File: config.mk
export PLATFORM = sky130hd
export DESIGN_NAME = nmea_rmc_position_parser_top
export DESIGN_NICKNAME = d
export VERILOG_FILES = /design/src/hw/rtl/nmea_rmc_pkg.sv /design/src/hw/rtl/nmea_rmc_in_stage.sv /design/src/hw/rtl/nmea_rmc_core.sv /design/src/hw/rtl/nmea_rmc_out_stage.sv /design/src/hw/rtl/nmea_rmc_position_parser_top.sv
export VERILOG_INCLUDE_DIRS = /design/src /design/src/hw/rtl
export SDC_FILE = /design/constraint.sdc
export NUM_CORES = 2
export LEC_CHECK = 0
export BUFFER_PORTS_ARGS = -buffer_cell sky130_fd_sc_hd__buf_4
export CAP_MARGIN = 30
export CORE_AREA = 2 2 243 245
export DETAILED_ROUTE_END_ITERATION = 16
export DIE_AREA = 0 0 245 247
export PLACE_DENSITY = 0.77
export SLEW_MARGIN = 20
export SYNTH_ARGS = -nofsm -noshare
export SYNTH_HDL_FRONTEND = slang
export SYNTH_SLANG_ARGS = --single-unit
File: constraint.sdc
create_clock -name clock -period 14.4 [get_ports clock]
set_clock_uncertainty 0.1 [all_clocks]
set_input_delay 1.44 -clock clock [delete_from_list [all_inputs] [get_ports clock]]
set_output_delay 1.44 -clock clock [all_outputs]
set_load 0.1 [all_outputs]
File: src/hw/rtl/nmea_rmc_position_parser_top_defines.svh
// Assertion macros used by the parser top module.
`ifndef NMEA_RMC_POSITION_PARSER_TOP_DEFINES_SVH
`define NMEA_RMC_POSITION_PARSER_TOP_DEFINES_SVH

// Same-cycle implication, checked outside reset.
`define NRP_ASSERT_NOW(label, clk, rst, ante, cons) \
   label: assert property (@(posedge clk) disable iff (rst) (ante) |-> (cons)) \
      else $error("parser same-cycle check failed");

// Next-cycle implication, checked outside reset.
`define NRP_ASSERT_NEXT(label, clk, rst, ante, cons) \
   label: assert property (@(posedge clk) disable iff (rst) (ante) |=> (cons)) \
      else $error("parser next-cycle check failed");

`endif

File: src/hw/rtl/nmea_rmc_pkg.sv
`default_nettype none

package nmea_rmc_pkg;

   localparam int MAX_SENTENCE = 80;
   localparam int FRAC_DIGITS  = 5;

   localparam logic [31:0] MAG_LIMIT = 32'd1800000000;
   localparam logic [2:0]  HDR_IN_BODY = 3'd6;

   localparam logic [1:0] PH_INT  = 2'd0;
   localparam logic [1:0] PH_FRAC = 2'd1;
   localparam logic [1:0] PH_DONE = 2'd2;

   localparam logic [7:0] CH_DOLLAR = 8'h24;
   localparam logic [7:0] CH_STAR   = 8'h2A;
   localparam logic [7:0] CH_COMMA  = 8'h2C;
   localparam logic [7:0] CH_DOT    = 8'h2E;
   localparam logic [7:0] CH_ZERO   = 8'h30;
   localparam logic [7:0] CH_NINE   = 8'h39;
   localparam logic [7:0] CH_A      = 8'h41;
   localparam logic [7:0] CH_C      = 8'h43;
   localparam logic [7:0] CH_E      = 8'h45;
   localparam logic [7:0] CH_G      = 8'h47;
   localparam logic [7:0] CH_M      = 8'h4D;
   localparam logic [7:0] CH_N      = 8'h4E;
   localparam logic [7:0] CH_P      = 8'h50;
   localparam logic [7:0] CH_R      = 8'h52;
   localparam logic [7:0] CH_NONE   = 8'h00;

   typedef struct packed {
      logic       valid;
      logic [7:0] rx_byte;
   } in_type;

   typedef struct packed {
      logic signed [31:0] latitude;
      logic signed [31:0] longitude;
      logic               fix_valid;
   } result_type;

   function automatic logic [7:0] header_char(input logic [2:0] pos);
      logic [7:0] ch;
      unique case (pos)
         3'd0:    ch = CH_DOLLAR;
         3'd1:    ch = CH_G;
         3'd2:    ch = CH_P;
         3'd3:    ch = CH_R;
         3'd4:    ch = CH_M;
         3'd5:    ch = CH_C;
         default: ch = CH_NONE;
      endcase
      return ch;
   endfunction

   function automatic logic [7:0] expected_letter(input logic [3:0] field);
      logic [7:0] ch;
      unique case (field)
         4'd1:    ch = CH_A;
         4'd3:    ch = CH_N;
         4'd5:    ch = CH_E;
         default: ch = CH_NONE;
      endcase
      return ch;
   endfunction

   function automatic logic [19:0] pow10(input logic [2:0] n);
      logic [19:0] p;
      unique case (n)
         3'd0:    p = 20'd1;
         3'd1:    p = 20'd10;
         3'd2:    p = 20'd100;
         3'd3:    p = 20'd1000;
         3'd4:    p = 20'd10000;
         3'd5:    p = 20'd100000;
         3'd6:    p = 20'd1000000;
         default: p = 20'd1;
      endcase
      return p;
   endfunction

endpackage

`default_nettype wire

File: src/hw/rtl/nmea_rmc_in_stage.sv
`default_nettype none

module nmea_rmc_in_stage (
   input  wire logic                clock,
   input  wire logic                reset,
   input  wire logic                req_valid,
   output logic                     req_stall,
   input  wire logic [7:0]          req_rx_byte,
   input  wire logic                take,
   output nmea_rmc_pkg::in_type     in_q
);

   logic       vld_ff;
   logic       vld_in;
   logic [7:0] byte_ff;

   // hold the byte until the parser takes it
   assign req_stall = vld_ff && !take;
   assign vld_in    = req_stall ? vld_ff : req_valid;

   always_ff @(posedge clock) begin
      if (reset) begin
         vld_ff <= 1'b0;
      end else begin
         vld_ff <= vld_in;
      end
   end

   always_ff @(posedge clock) begin
      if (!req_stall) begin
         byte_ff <= req_rx_byte;
      end
   end

   assign in_q.valid   = vld_ff;
   assign in_q.rx_byte = byte_ff;

endmodule

`default_nettype wire

File: src/hw/rtl/nmea_rmc_core.sv
`default_nettype none

module nmea_rmc_core (
   input  wire logic                   clock,
   input  wire logic                   reset,
   input  wire nmea_rmc_pkg::in_type   in_q,
   input  wire logic                   out_free,
   output logic                        take,
   output logic                        emit,
   output nmea_rmc_pkg::result_type    result
);

   logic [2:0]  hdr_ff,       hdr_in;
   logic [6:0]  cnt_ff,       cnt_in;
   logic [3:0]  fld_ff,       fld_in;
   logic        tok_ne_ff,    tok_ne_in;
   logic        match_ff,     match_in;
   logic        status_ff,    status_in;
   logic [31:0] accum_ff,     accum_in;
   logic [2:0]  frac_ff,      frac_in;
   logic [1:0]  phase_ff,     phase_in;
   logic [31:0] lat_mag_ff,   lat_mag_in;
   logic [31:0] lon_mag_ff,   lon_mag_in;
   logic        lat_neg_ff,   lat_neg_in;
   logic        lon_neg_ff,   lon_neg_in;
   logic [31:0] cur_lat_ff,   cur_lat_in;
   logic [31:0] cur_lon_ff,   cur_lon_in;

   logic [7:0]  ch;
   logic        in_body;
   logic        too_long;
   logic        is_digit;
   logic [3:0]  digit;
   logic        star_req;

   logic [31:0] nv_acc;
   logic [2:0]  fc_clamp;
   logic [2:0]  nv_exp;
   logic [51:0] nv_prod;
   logic [31:0] nv;

   logic [31:0] a_acc;
   logic [2:0]  a_fc;
   logic [1:0]  a_ph;
   logic [31:0] a_dv;
   logic        fin_match;
   logic [7:0]  exp_ch;

   function automatic logic [31:0] acc_digit(input logic [31:0] a, input logic [3:0] d);
      logic [35:0] v;
      v = {1'b0, a, 3'b000} + {3'b000, a, 1'b0} + {32'd0, d};
      if (v > {4'd0, nmea_rmc_pkg::MAG_LIMIT}) begin
         return nmea_rmc_pkg::MAG_LIMIT;
      end
      return v[31:0];
   endfunction

   assign ch       = in_q.rx_byte;
   assign in_body  = (hdr_ff == nmea_rmc_pkg::HDR_IN_BODY);
   assign too_long = (cnt_ff >= 7'(nmea_rmc_pkg::MAX_SENTENCE));
   assign is_digit = (ch >= nmea_rmc_pkg::CH_ZERO) && (ch <= nmea_rmc_pkg::CH_NINE);
   assign digit    = 4'(ch - nmea_rmc_pkg::CH_ZERO);
   assign star_req = in_q.valid && in_body && !too_long && (ch == nmea_rmc_pkg::CH_STAR);

   // a byte that ends a sentence waits for a free result slot
   assign take = in_q.valid && (!star_req || out_free);
   assign emit = take && star_req;

   // value of the token being closed; an empty token counts as zero
   assign nv_acc   = tok_ne_ff ? accum_ff : '0;
   assign fc_clamp = (frac_ff > 3'(nmea_rmc_pkg::FRAC_DIGITS)) ?
                     3'(nmea_rmc_pkg::FRAC_DIGITS) : frac_ff;
   assign nv_exp   = 3'(nmea_rmc_pkg::FRAC_DIGITS) - fc_clamp;
   assign nv_prod  = 52'(nv_acc) * 52'(nmea_rmc_pkg::pow10(nv_exp));
   assign nv       = (nv_prod > 52'(nmea_rmc_pkg::MAG_LIMIT)) ?
                     nmea_rmc_pkg::MAG_LIMIT : nv_prod[31:0];

   assign exp_ch = nmea_rmc_pkg::expected_letter(fld_ff);
   assign a_acc  = tok_ne_ff ? accum_ff : '0;
   assign a_fc   = tok_ne_ff ? frac_ff : '0;
   assign a_ph   = tok_ne_ff ? phase_ff : nmea_rmc_pkg::PH_INT;
   assign a_dv   = acc_digit(a_acc, digit);

   // a star always closes a token that does not match a single letter
   assign fin_match = (ch == nmea_rmc_pkg::CH_STAR) ? 1'b0 : match_ff;

   always_comb begin
      hdr_in     = hdr_ff;
      cnt_in     = cnt_ff;
      fld_in     = fld_ff;
      tok_ne_in  = tok_ne_ff;
      match_in   = match_ff;
      status_in  = status_ff;
      accum_in   = accum_ff;
      frac_in    = frac_ff;
      phase_in   = phase_ff;
      lat_mag_in = lat_mag_ff;
      lon_mag_in = lon_mag_ff;
      lat_neg_in = lat_neg_ff;
      lon_neg_in = lon_neg_ff;
      cur_lat_in = cur_lat_ff;
      cur_lon_in = cur_lon_ff;

      if (take) begin
         if (!in_body) begin
            if (ch == nmea_rmc_pkg::header_char(hdr_ff)) begin
               hdr_in = hdr_ff + 3'd1;
               if (hdr_in == nmea_rmc_pkg::HDR_IN_BODY) begin
                  cnt_in     = '0;
                  fld_in     = '0;
                  tok_ne_in  = 1'b0;
                  match_in   = 1'b0;
                  status_in  = 1'b0;
                  accum_in   = '0;
                  frac_in    = '0;
                  phase_in   = nmea_rmc_pkg::PH_INT;
                  lat_mag_in = '0;
                  lon_mag_in = '0;
                  lat_neg_in = 1'b1;
                  lon_neg_in = 1'b1;
               end
            end else begin
               hdr_in = (ch == nmea_rmc_pkg::CH_DOLLAR) ? 3'd1 : 3'd0;
            end
         end else if (too_long) begin
            // abandon and recheck this byte as the start of a header
            hdr_in = (ch == nmea_rmc_pkg::CH_DOLLAR) ? 3'd1 : 3'd0;
         end else begin
            cnt_in = cnt_ff + 7'd1;
            if (ch != nmea_rmc_pkg::CH_COMMA) begin
               // add the byte to the current token
               tok_ne_in = 1'b1;
               match_in  = !tok_ne_ff && (exp_ch != nmea_rmc_pkg::CH_NONE) && (ch == exp_ch);
               accum_in  = a_acc;
               frac_in   = a_fc;
               phase_in  = a_ph;
               case (a_ph)
                  nmea_rmc_pkg::PH_INT: begin
                     if (is_digit) begin
                        accum_in = a_dv;
                     end else if (ch == nmea_rmc_pkg::CH_DOT) begin
                        phase_in = nmea_rmc_pkg::PH_FRAC;
                     end else begin
                        phase_in = nmea_rmc_pkg::PH_DONE;
                     end
                  end
                  nmea_rmc_pkg::PH_FRAC: begin
                     if (is_digit) begin
                        if (a_fc < 3'(nmea_rmc_pkg::FRAC_DIGITS)) begin
                           accum_in = a_dv;
                           frac_in  = a_fc + 3'd1;
                        end
                     end else begin
                        phase_in = nmea_rmc_pkg::PH_DONE;
                     end
                  end
                  default: begin
                  end
               endcase
            end

            // close the token on a comma after text, or on the star
            if ((ch == nmea_rmc_pkg::CH_COMMA && tok_ne_ff) ||
                ch == nmea_rmc_pkg::CH_STAR) begin
               case (fld_ff)
                  4'd1:    status_in  = fin_match;
                  4'd2:    lat_mag_in = nv;
                  4'd3:    lat_neg_in = !fin_match;
                  4'd4:    lon_mag_in = nv;
                  4'd5:    lon_neg_in = !fin_match;
                  default: begin
                  end
               endcase
               if (fld_ff != 4'd15) begin
                  fld_in = fld_ff + 4'd1;
               end
               tok_ne_in = 1'b0;
               match_in  = 1'b0;
            end

            if (ch == nmea_rmc_pkg::CH_STAR) begin
               if (status_in) begin
                  cur_lat_in = lat_neg_in ? (32'd0 - lat_mag_in) : lat_mag_in;
                  cur_lon_in = lon_neg_in ? (32'd0 - lon_mag_in) : lon_mag_in;
               end
               hdr_in = '0;
            end
         end
      end
   end

   always_ff @(posedge clock) begin
      if (reset) begin
         hdr_ff     <= '0;
         cnt_ff     <= '0;
         fld_ff     <= '0;
         tok_ne_ff  <= 1'b0;
         match_ff   <= 1'b0;
         status_ff  <= 1'b0;
         accum_ff   <= '0;
         frac_ff    <= '0;
         phase_ff   <= nmea_rmc_pkg::PH_INT;
         lat_mag_ff <= '0;
         lon_mag_ff <= '0;
         lat_neg_ff <= 1'b1;
         lon_neg_ff <= 1'b1;
         cur_lat_ff <= '0;
         cur_lon_ff <= '0;
      end else begin
         hdr_ff     <= hdr_in;
         cnt_ff     <= cnt_in;
         fld_ff     <= fld_in;
         tok_ne_ff  <= tok_ne_in;
         match_ff   <= match_in;
         status_ff  <= status_in;
         accum_ff   <= accum_in;
         frac_ff    <= frac_in;
         phase_ff   <= phase_in;
         lat_mag_ff <= lat_mag_in;
         lon_mag_ff <= lon_mag_in;
         lat_neg_ff <= lat_neg_in;
         lon_neg_ff <= lon_neg_in;
         cur_lat_ff <= cur_lat_in;
         cur_lon_ff <= cur_lon_in;
      end
   end

   assign result.latitude  = cur_lat_in;
   assign result.longitude = cur_lon_in;
   assign result.fix_valid = status_in;

endmodule

`default_nettype wire

File: src/hw/rtl/nmea_rmc_out_stage.sv
`default_nettype none

module nmea_rmc_out_stage (
   input  wire logic                       clock,
   input  wire logic                       reset,
   input  wire logic                       emit,
   input  wire nmea_rmc_pkg::result_type   result,
   output logic                            out_free,
   output logic                            rsp_valid,
   input  wire logic                       rsp_stall,
   output logic signed [31:0]              rsp_latitude,
   output logic signed [31:0]              rsp_longitude,
   output logic                            rsp_fix_valid
);

   logic                     vld_ff;
   logic                     vld_in;
   nmea_rmc_pkg::result_type res_ff;

   assign out_free = !vld_ff || !rsp_stall;
   // load on a new result, drop once taken
   assign vld_in   = emit ? 1'b1 : (vld_ff && rsp_stall);

   always_ff @(posedge clock) begin
      if (reset) begin
         vld_ff <= 1'b0;
      end else begin
         vld_ff <= vld_in;
      end
   end

   always_ff @(posedge clock) begin
      if (emit) begin
         res_ff <= result;
      end
   end

   assign rsp_valid     = vld_ff;
   assign rsp_latitude  = res_ff.latitude;
   assign rsp_longitude = res_ff.longitude;
   assign rsp_fix_valid = res_ff.fix_valid;

endmodule

`default_nettype wire

File: src/hw/rtl/nmea_rmc_position_parser_top.sv
`default_nettype none
`include "nmea_rmc_position_parser_top_defines.svh"

// Position parser for NMEA RMC sentences: feed the received stream one byte per
// request; at each '*' that closes a "$GPRMC" sentence one response carries the
// held latitude and longitude (raw ddmm.mmmmm times 10^5, negative for south or
// west) and fix_valid, set when the status field was A and the position was
// updated. Throughput is one byte per clock while no '*' waits: each byte is
// registered, parsed by header match, token and decimal logic into the parse
// registers; a response lands in the result register in the cycle after its
// '*' is accepted. Only a '*' byte waits, and only while the result register
// holds a response that is stalled.
module nmea_rmc_position_parser_top (
   input  wire logic                clock,
   input  wire logic                reset,
   input  wire logic                req_valid,
   output logic                     req_stall,
   input  wire logic [7:0]          req_rx_byte,
   output logic                     rsp_valid,
   input  wire logic                rsp_stall,
   output logic signed [31:0]       rsp_latitude,
   output logic signed [31:0]       rsp_longitude,
   output logic                     rsp_fix_valid
);

   nmea_rmc_pkg::in_type     in_q;
   nmea_rmc_pkg::result_type core_result;
   logic                     take;
   logic                     core_emit;
   logic                     out_free;

   nmea_rmc_in_stage u_in (
      .clock       (clock),
      .reset       (reset),
      .req_valid   (req_valid),
      .req_stall   (req_stall),
      .req_rx_byte (req_rx_byte),
      .take        (take),
      .in_q        (in_q)
   );

   nmea_rmc_core u_core (
      .clock    (clock),
      .reset    (reset),
      .in_q     (in_q),
      .out_free (out_free),
      .take     (take),
      .emit     (core_emit),
      .result   (core_result)
   );

   nmea_rmc_out_stage u_out (
      .clock         (clock),
      .reset         (reset),
      .emit          (core_emit),
      .result        (core_result),
      .out_free      (out_free),
      .rsp_valid     (rsp_valid),
      .rsp_stall     (rsp_stall),
      .rsp_latitude  (rsp_latitude),
      .rsp_longitude (rsp_longitude),
      .rsp_fix_valid (rsp_fix_valid)
   );

   `NRP_ASSERT_NOW(a_emit_slot_free, clock, reset, core_emit, (!rsp_valid || !rsp_stall))
   `NRP_ASSERT_NEXT(a_emit_shows, clock, reset, core_emit, rsp_valid)
   `NRP_ASSERT_NOW(a_stall_has_byte, clock, reset, req_stall, in_q.valid)
   `NRP_ASSERT_NEXT(a_taken_clears, clock, reset, (rsp_valid && !rsp_stall && !core_emit), !rsp_valid)

endmodule

`default_nettype wire
* After elaboration in Yosys (flattened, before gate mapping)
Index checks and enable logic that the tools add are counted.
W data, S select, Z words.
** Storage, ports and cells
- Word-level logic and storage cells :: 221
- Bits of input ports :: 12
- Output and inout bits :: 67
- Bits in read-only memories :: 0
- Memories :: 0
- Bits in latches :: 0
- RAM bits :: 0
- Bits in registers :: 259
** Operators by class
- $lt $le $gt $ge :: 7
- Bitwise gates (word level) :: 0
- Shift-type cells :: 0
- Div/mod/pow operators :: 0
- Equal/unequal tests :: 33
- $add $sub $neg :: 10
- Muxes and demuxes :: 118
- Reductions and logical operators :: 31
- Multiply operators :: 1
** Operators by type and width (count)
- $mux W32 :: 38
- $pmux W20 S6 :: 1
- $pmux W32 S2 :: 1
- $sub A1 B32 Y32 const A :: 2
- $gt A52 B31 Y1 const B :: 1
- $mul A32 B20 Y52 :: 1
- $mux W3 :: 14
- $pmux W7 S6 :: 1
- $mux W1 :: 40
- $add A35 B33 Y36 :: 1
- $add A36 B4 Y36 :: 1
- $gt A36 B31 Y1 const B :: 1
- $eq A8 B6 Y1 const B :: 4
- $mux W7 :: 4
- $mux W4 :: 6
- $eq A3 B3 Y1 const B :: 7
- $pmux W7 S3 :: 1
- $mux W2 :: 9
- $mux W8 :: 2
- $eq A3 B2 Y1 const B :: 4
- $logic_and A1 B1 Y1 :: 11
- $reduce_and A5 Y1 :: 2
- $eq A4 B2 Y1 const B :: 2
- $eq A4 B3 Y1 const B :: 2
- 29 further kinds :: 44

* Longest topological paths before layout
- Word-level depth :: 20
- Depth in mapped cells :: 44
- Gate-level depth less buffers :: 39

* By module
Synthesis repeated with hierarchy kept, for this count alone.
** Second synthesis, totals
- Cells, all modules :: 4078
- Area total of the unflattened synthesis :: 34405.5 sq um
** Modules (own cells, without submodules)
- nmea_rmc_core :: seq. area each 3683.5 sq um, cells each 3995, times used 1, area each 32123.3 sq um
- nmea_rmc_out_stage :: seq. area each 1971.9 sq um, cells each 69, times used 1, area each 1984.4 sq um
- nmea_rmc_in_stage :: seq. area each 260.2 sq um, cells each 14, times used 1, area each 297.8 sq um

* Worst setup path after synthesis
OpenSTA, ideal clock, no wires.
- Path type :: reg2reg
- From :: register u_core.tok_ne_ff
- To :: register u_core.cur_lat_ff[22]
- Cell stages (with the launch flop) :: 40
- Setup slack :: 4.276 ns
- Buffers on the path :: 6
- Required time :: 14.209 ns
- Arrival time :: 9.933 ns
- Library setup time :: 0.091 ns
- Period minus slack after synthesis :: 10.124 ns
- Path through :: dfxtp_1 buf_6 clkbuf_1 clkbuf_1 nand2_1 nor2_1 nand2_1 fa_1 inv_1 fa_1 inv_1 fa_1 inv_1 fa_1 fa_1 fa_1 inv_1 fa_1 [... 4 more ...] o21ai_0 a22oi_1 o211a_1 o31ai_1 a211oi_1 nor4_1 nand4b_1 nor3_2 clkbuf_1 nand2_1 o31a_1 ha_1 o21a_1 and3_1 clkbuf_1 and4_1 or3_1 a311oi_1
** On the way
- Cells in the longest elaborated chain, start to end :: 16
- Elaborated cells on any way between the ends :: 26
- Classes of those cells :: 1 x add/sub; 1 x mul; 1 x order compare; 21 x mux; 2 x reduce/logical
** Ends and longest elaborated chain
- from (decl) :: RTL line nmea_rmc_core.sv:16 : logic tok_ne_ff, tok_ne_in;
- from (signal assigned) :: RTL line nmea_rmc_core.sv:213 : tok_ne_ff <= tok_ne_in;
- $mux W32 :: RTL line nmea_rmc_core.sv:70 : assign nv_acc = tok_ne_ff ? accum_ff : '0;
- $mul A32 B20 Y52 :: RTL line nmea_rmc_core.sv:74 : assign nv_prod = 52'(nv_acc) * 52'(nmea_rmc_pkg::pow10(nv_exp));
- $gt A52 B31 Y1 :: RTL line nmea_rmc_core.sv:75 : assign nv = (nv_prod > 52'(nmea_rmc_pkg::MAG_LIMIT)) ?
- $mux W32 :: RTL line nmea_rmc_core.sv:75
- $mux W32 :: RTL line nmea_rmc_core.sv:165 : case (fld_ff)
- $mux W32 :: RTL line nmea_rmc_core.sv:163 : if ((ch == nmea_rmc_pkg::CH_COMMA && tok_ne_ff) ||
- $mux W32 :: RTL line nmea_rmc_core.sv:125 : end else if (too_long) begin
- $mux W32 :: RTL line nmea_rmc_core.sv:105 : if (!in_body) begin
- $mux W32 :: RTL line nmea_rmc_core.sv:104 : if (take) begin
- $sub A1 B32 Y32 :: RTL line nmea_rmc_core.sv:183 : cur_lat_in = lat_neg_in ? (32'd0 - lat_mag_in) : lat_mag_in;
- $mux W32 :: RTL line nmea_rmc_core.sv:183
- $mux W32 (*) :: RTL line nmea_rmc_core.sv:182 : if (status_in) begin
- $mux W32 (*) :: RTL line nmea_rmc_core.sv:181 : if (ch == nmea_rmc_pkg::CH_STAR) begin
- $mux W32 (*) :: RTL line nmea_rmc_core.sv:125
- $mux W32 (*) :: RTL line nmea_rmc_core.sv:105
- $mux W32 (*) :: RTL line nmea_rmc_core.sv:104
- to (signal assigned) :: RTL line nmea_rmc_core.sv:223 : cur_lat_ff <= cur_lat_in;
- to (decl) :: RTL line nmea_rmc_core.sv:26 : logic [31:0] cur_lat_ff, cur_lat_in;
Mark *: on every way between the ends. The rest lies on a longest branch, timed or not. The select of a mux whose other input is x is not followed.
A chain may end at the register's enable or synchronous reset.

==> metrics.csv <==
metric,value,unit
"Setup Fix Bufs, Post-CTS",0,
fill count,5114,
CTS Buffer Depth,3,
Sequential Power Share,0.247,
sequential area share after synthesis,0.171,
hold_sp,u_core.cur_lon_ff[17],
Die Y,247,um
n_diodes,0,
CTS Hold Buffers Added,0,
CP max stage cell,xor2_1,
Synth top area share,0.275,
FP Rows,89,
largest net degree at the start of global routing,86,
Hold Path Depth,2,
Max-slew headroom,0.288,
Synth top cells by count,"inv_1, fa_1, nor2_1, nand2_1, ha_1",
final slew viol count,0,
Worst R2R End,u_out.rsp_longitude[30],
die width,245,um
number of gates resized after CTS,0,
post-synth top area cell,fa_1,
syn_area_per_cell,8.43,um^2
hold crit path type,flop to flop,
busiest grt layer,met2,
Routed Antenna Nets,0,
IO buf count,78,
layout cell share with drive strength beyond 1,0.0589,
pwr dens,81.4,nW/um^2
DR pass1 iterations,6,
status,"complete, no violations",
post-synthesis cell count,4096,
Core Footprint,58200,um^2
RSZ-0062 raised after global routing,false,
ys async rst share,0,
initial antenna violation count,4,
DR vias,29976,
Synth area leaders,"fa_1, dfxtp_1, ha_1",
worst reg2reg path startpoint,u_core.frac_ff[2],
"Endpoint, Worst Hold",u_core.cur_lon_ff[17],
Post-DP HPWL,82300,um
Seq cells post-synth,259,
average wire per cell in the routed design,20.7,um
Post-Syn Area,34500,um^2
setup TNS,0,ns
worst-margin pin slew,1.06,ns
nets,4947,
"count leader, synth",inv_1,
Sw Ratio,0.443,
Final Wtd Congestion,0.993,
Final Hold Fails,0,
"CTS clk-pin slew, worst paths",0.07,ns
Final Cycle Share,0.838,
total length of routed wires,103000,um
Starting DRT DRC Count,3548,
"most used cell, CP",fa_1,
area delta synth->final,7.69,%
Worst Reg2Reg Path Length in Cells,37,
Maximum Capacitance Violations,0,
internal cell power,0.00169,W
Initial Util,0.593,
R2R Setup Slk,2.33,ns
Clock Latency Late Sink,0.60,ns
leak pwr,18.5,nW
met1 Usage GRT,0.489,
cts bufs inserted,27,
Worst setup EP type,flop,
# DRC,0,
Tmin final,12.07,ns
Root Buffer,clkbuf_16,
via count of the first global-routing pass,29393,
Comb power frac,0.507,
Final Util,0.639,
synth unique cells,94,
CP Max Fanout,31,
number of flops mapped to enable cells by yosys,73,
total die area,60500,um^2
CP Class,flop to flop,
drt via density,6.01,
first-pass GRT wire length,164000,um
io pins,79,
GRT Resource Usage Total,0.348,
final setup fails,0,
grt met3 use,0.0623,
Net Sw Power,0.00134,W
Worst VDD drop,82.2,uV
CP peak stage delay,0.79,ns
CTS Sinks,259,
grt met2 use,0.531,
CTS tree,done,
grt ovf,0,
Worst Path Required,14.62,ns
Worst EP arrival,12.29,ns
Max Freq,82.8,MHz
H-tree levels,1,
Main synth FF type,dfxtp_1,
Yosys warning count,0,
crit path launch type,flop,
share of power burned in the clock network,0.246,
[how the worst max path moves through the flow]
stage | from | end | slack (ns) | cells after the start
finish | u_core.frac_ff[2] | u_out.rsp_longitude[30] | 2.33 | 37
global route | u_core.frac_ff[2] | u_out.rsp_longitude[30] | 1.71 | 37
CTS | u_core.frac_ff[2] | u_out.rsp_longitude[30] | 2.38 | 35
detailed placement | u_core.frac_ff[2] | u_out.rsp_longitude[30] | 2.40 | 35
global placement | u_core.frac_ff[2] | u_out.rsp_longitude[30] | 2.59 | 35
floorplan | u_core.tok_ne_ff | u_core.cur_lat_ff[22] | 4.28 | 39
[per-layer routing]
layer / vias to the layer above / share of wire
met3: 324 / 0.098
met5: - / 0.00021
met4: 4 / 0.048
met2: 1589 / 0.44
met1: 14458 / 0.42
li1: 13601 / -
[state kept, by name (all words and copies together), names as in the netlist]
| name | flops |
|---|---|
| u_core.accum_ff | 32 |
| u_core.cur_lat_ff | 32 |
| u_core.cur_lon_ff | 32 |
| u_core.lat_mag_ff | 32 |
| u_core.lon_mag_ff | 32 |
| u_out.rsp_latitude | 32 |
| u_out.rsp_longitude | 32 |
| u_in.byte_ff | 8 |
| u_core.cnt_ff | 7 |
| u_core.fld_ff | 4 |
| u_core.frac_ff | 3 |
| u_core.hdr_ff | 3 |
| u_core.phase_ff | 2 |
| u_core.lat_neg_ff | 1 |
| u_core.lon_neg_ff | 1 |
| u_core.match_ff | 1 |
| u_core.status_ff | 1 |
| u_core.tok_ne_ff | 1 |
| u_in.vld_ff | 1 |
| u_out.rsp_fix_valid | 1 |
| u_out.rsp_valid | 1 |
[cells by family after synthesis]
logic type	Yosys count	synth area share
compound gates	747	0.143
xor+xnor	124	0.0318
fa+ha+maj	745	0.373
buf+inv	862	0.0953
flops	259	0.171
mux	32	0.00982
other cells	2	0.000217
simple gates	1325	0.175
[area by class of cell]
cell class              count  area [um^2]  area share
clock buffers              34          743      0.0200
well taps                 773          967      0.0260
repair buffers            136         1020      0.0275
inverters                 661         2480      0.0667
flip-flops and latches    259         5920       0.159
clock inverters            16          178     0.00478
multi-input cells        3105        25900       0.696
[stage by stage]
stage          hold WS, ns  total power (W)  cell area (um^2)  setup slack (ns)  instances
2_1_floorplan        0.327          0.00182             35000              4.28       4226
3_3_place_gp         0.348          0.00223             36200              2.59       4930
3_5_place_dp         0.354          0.00224             36300              2.40       4932
4_1_cts              0.364          0.00299             37200              2.38       4982
5_1_grt              0.378          0.00322             37200              1.71       4984
6_report             0.366          0.00303             37200              2.33       4984
[critical path, delay by kind of cell (launching register included)]
| family | cells | cell delay [ns] |
|---|---|---|
| fa+ha+maj | 9 | 4.29 |
| compound gates | 10 | 3.18 |
| simple gates | 7 | 1.27 |
| buf+inv | 9 | 1.25 |
| xor+xnor | 1 | 0.79 |
| flops | 1 | 0.62 |
| mux | 1 | 0.28 |
[layout by cell type (no fill, tap or decap), types with 19 or more instances in the layout]
master / netlist / layout
inv_1: 652 / 652
fa_1: 474 / 474
nor2_1: 463 / 462
nand2_1: 413 / 413
ha_1: 271 / 271
a21oi_1: 206 / 204
dfxtp_1: 186 / 185
buf_4: 1 / 133
conb_1: 2 / 132
o21ai_0: 111 / 111
nor3_1: 85 / 84
xnor2_1: 79 / 79
edfxtp_1: 73 / 73
a22oi_1: 56 / 56
nand3_1: 54 / 53
nand4_1: 52 / 52
a31oi_1: 51 / 51
a211oi_1: 48 / 48
xor2_1: 44 / 44
a21o_1: 41 / 41
and2_1: 37 / 36
and3_1: 34 / 32
nor2b_1: 32 / 31
nor4_1: 31 / 31
o31ai_1: 29 / 29
or3_1: 29 / 29
clkbuf_16: 0 / 28
nand2b_1: 27 / 27
a41oi_1: 20 / 20
o21bai_1: 19 / 19
[power by group through the flow]
stage	registers, W	logic, W	clock network [W]
2_1_floorplan	0.000763	0.00105	0
3_3_place_gp	0.000765	0.00147	0
3_5_place_dp	0.000765	0.00148	0
4_1_cts	0.000749	0.00149	0.000748
5_1_grt	0.000749	0.00169	0.000777
6_report	0.000749	0.00154	0.000745
Power figures use the tool's default switching activity.
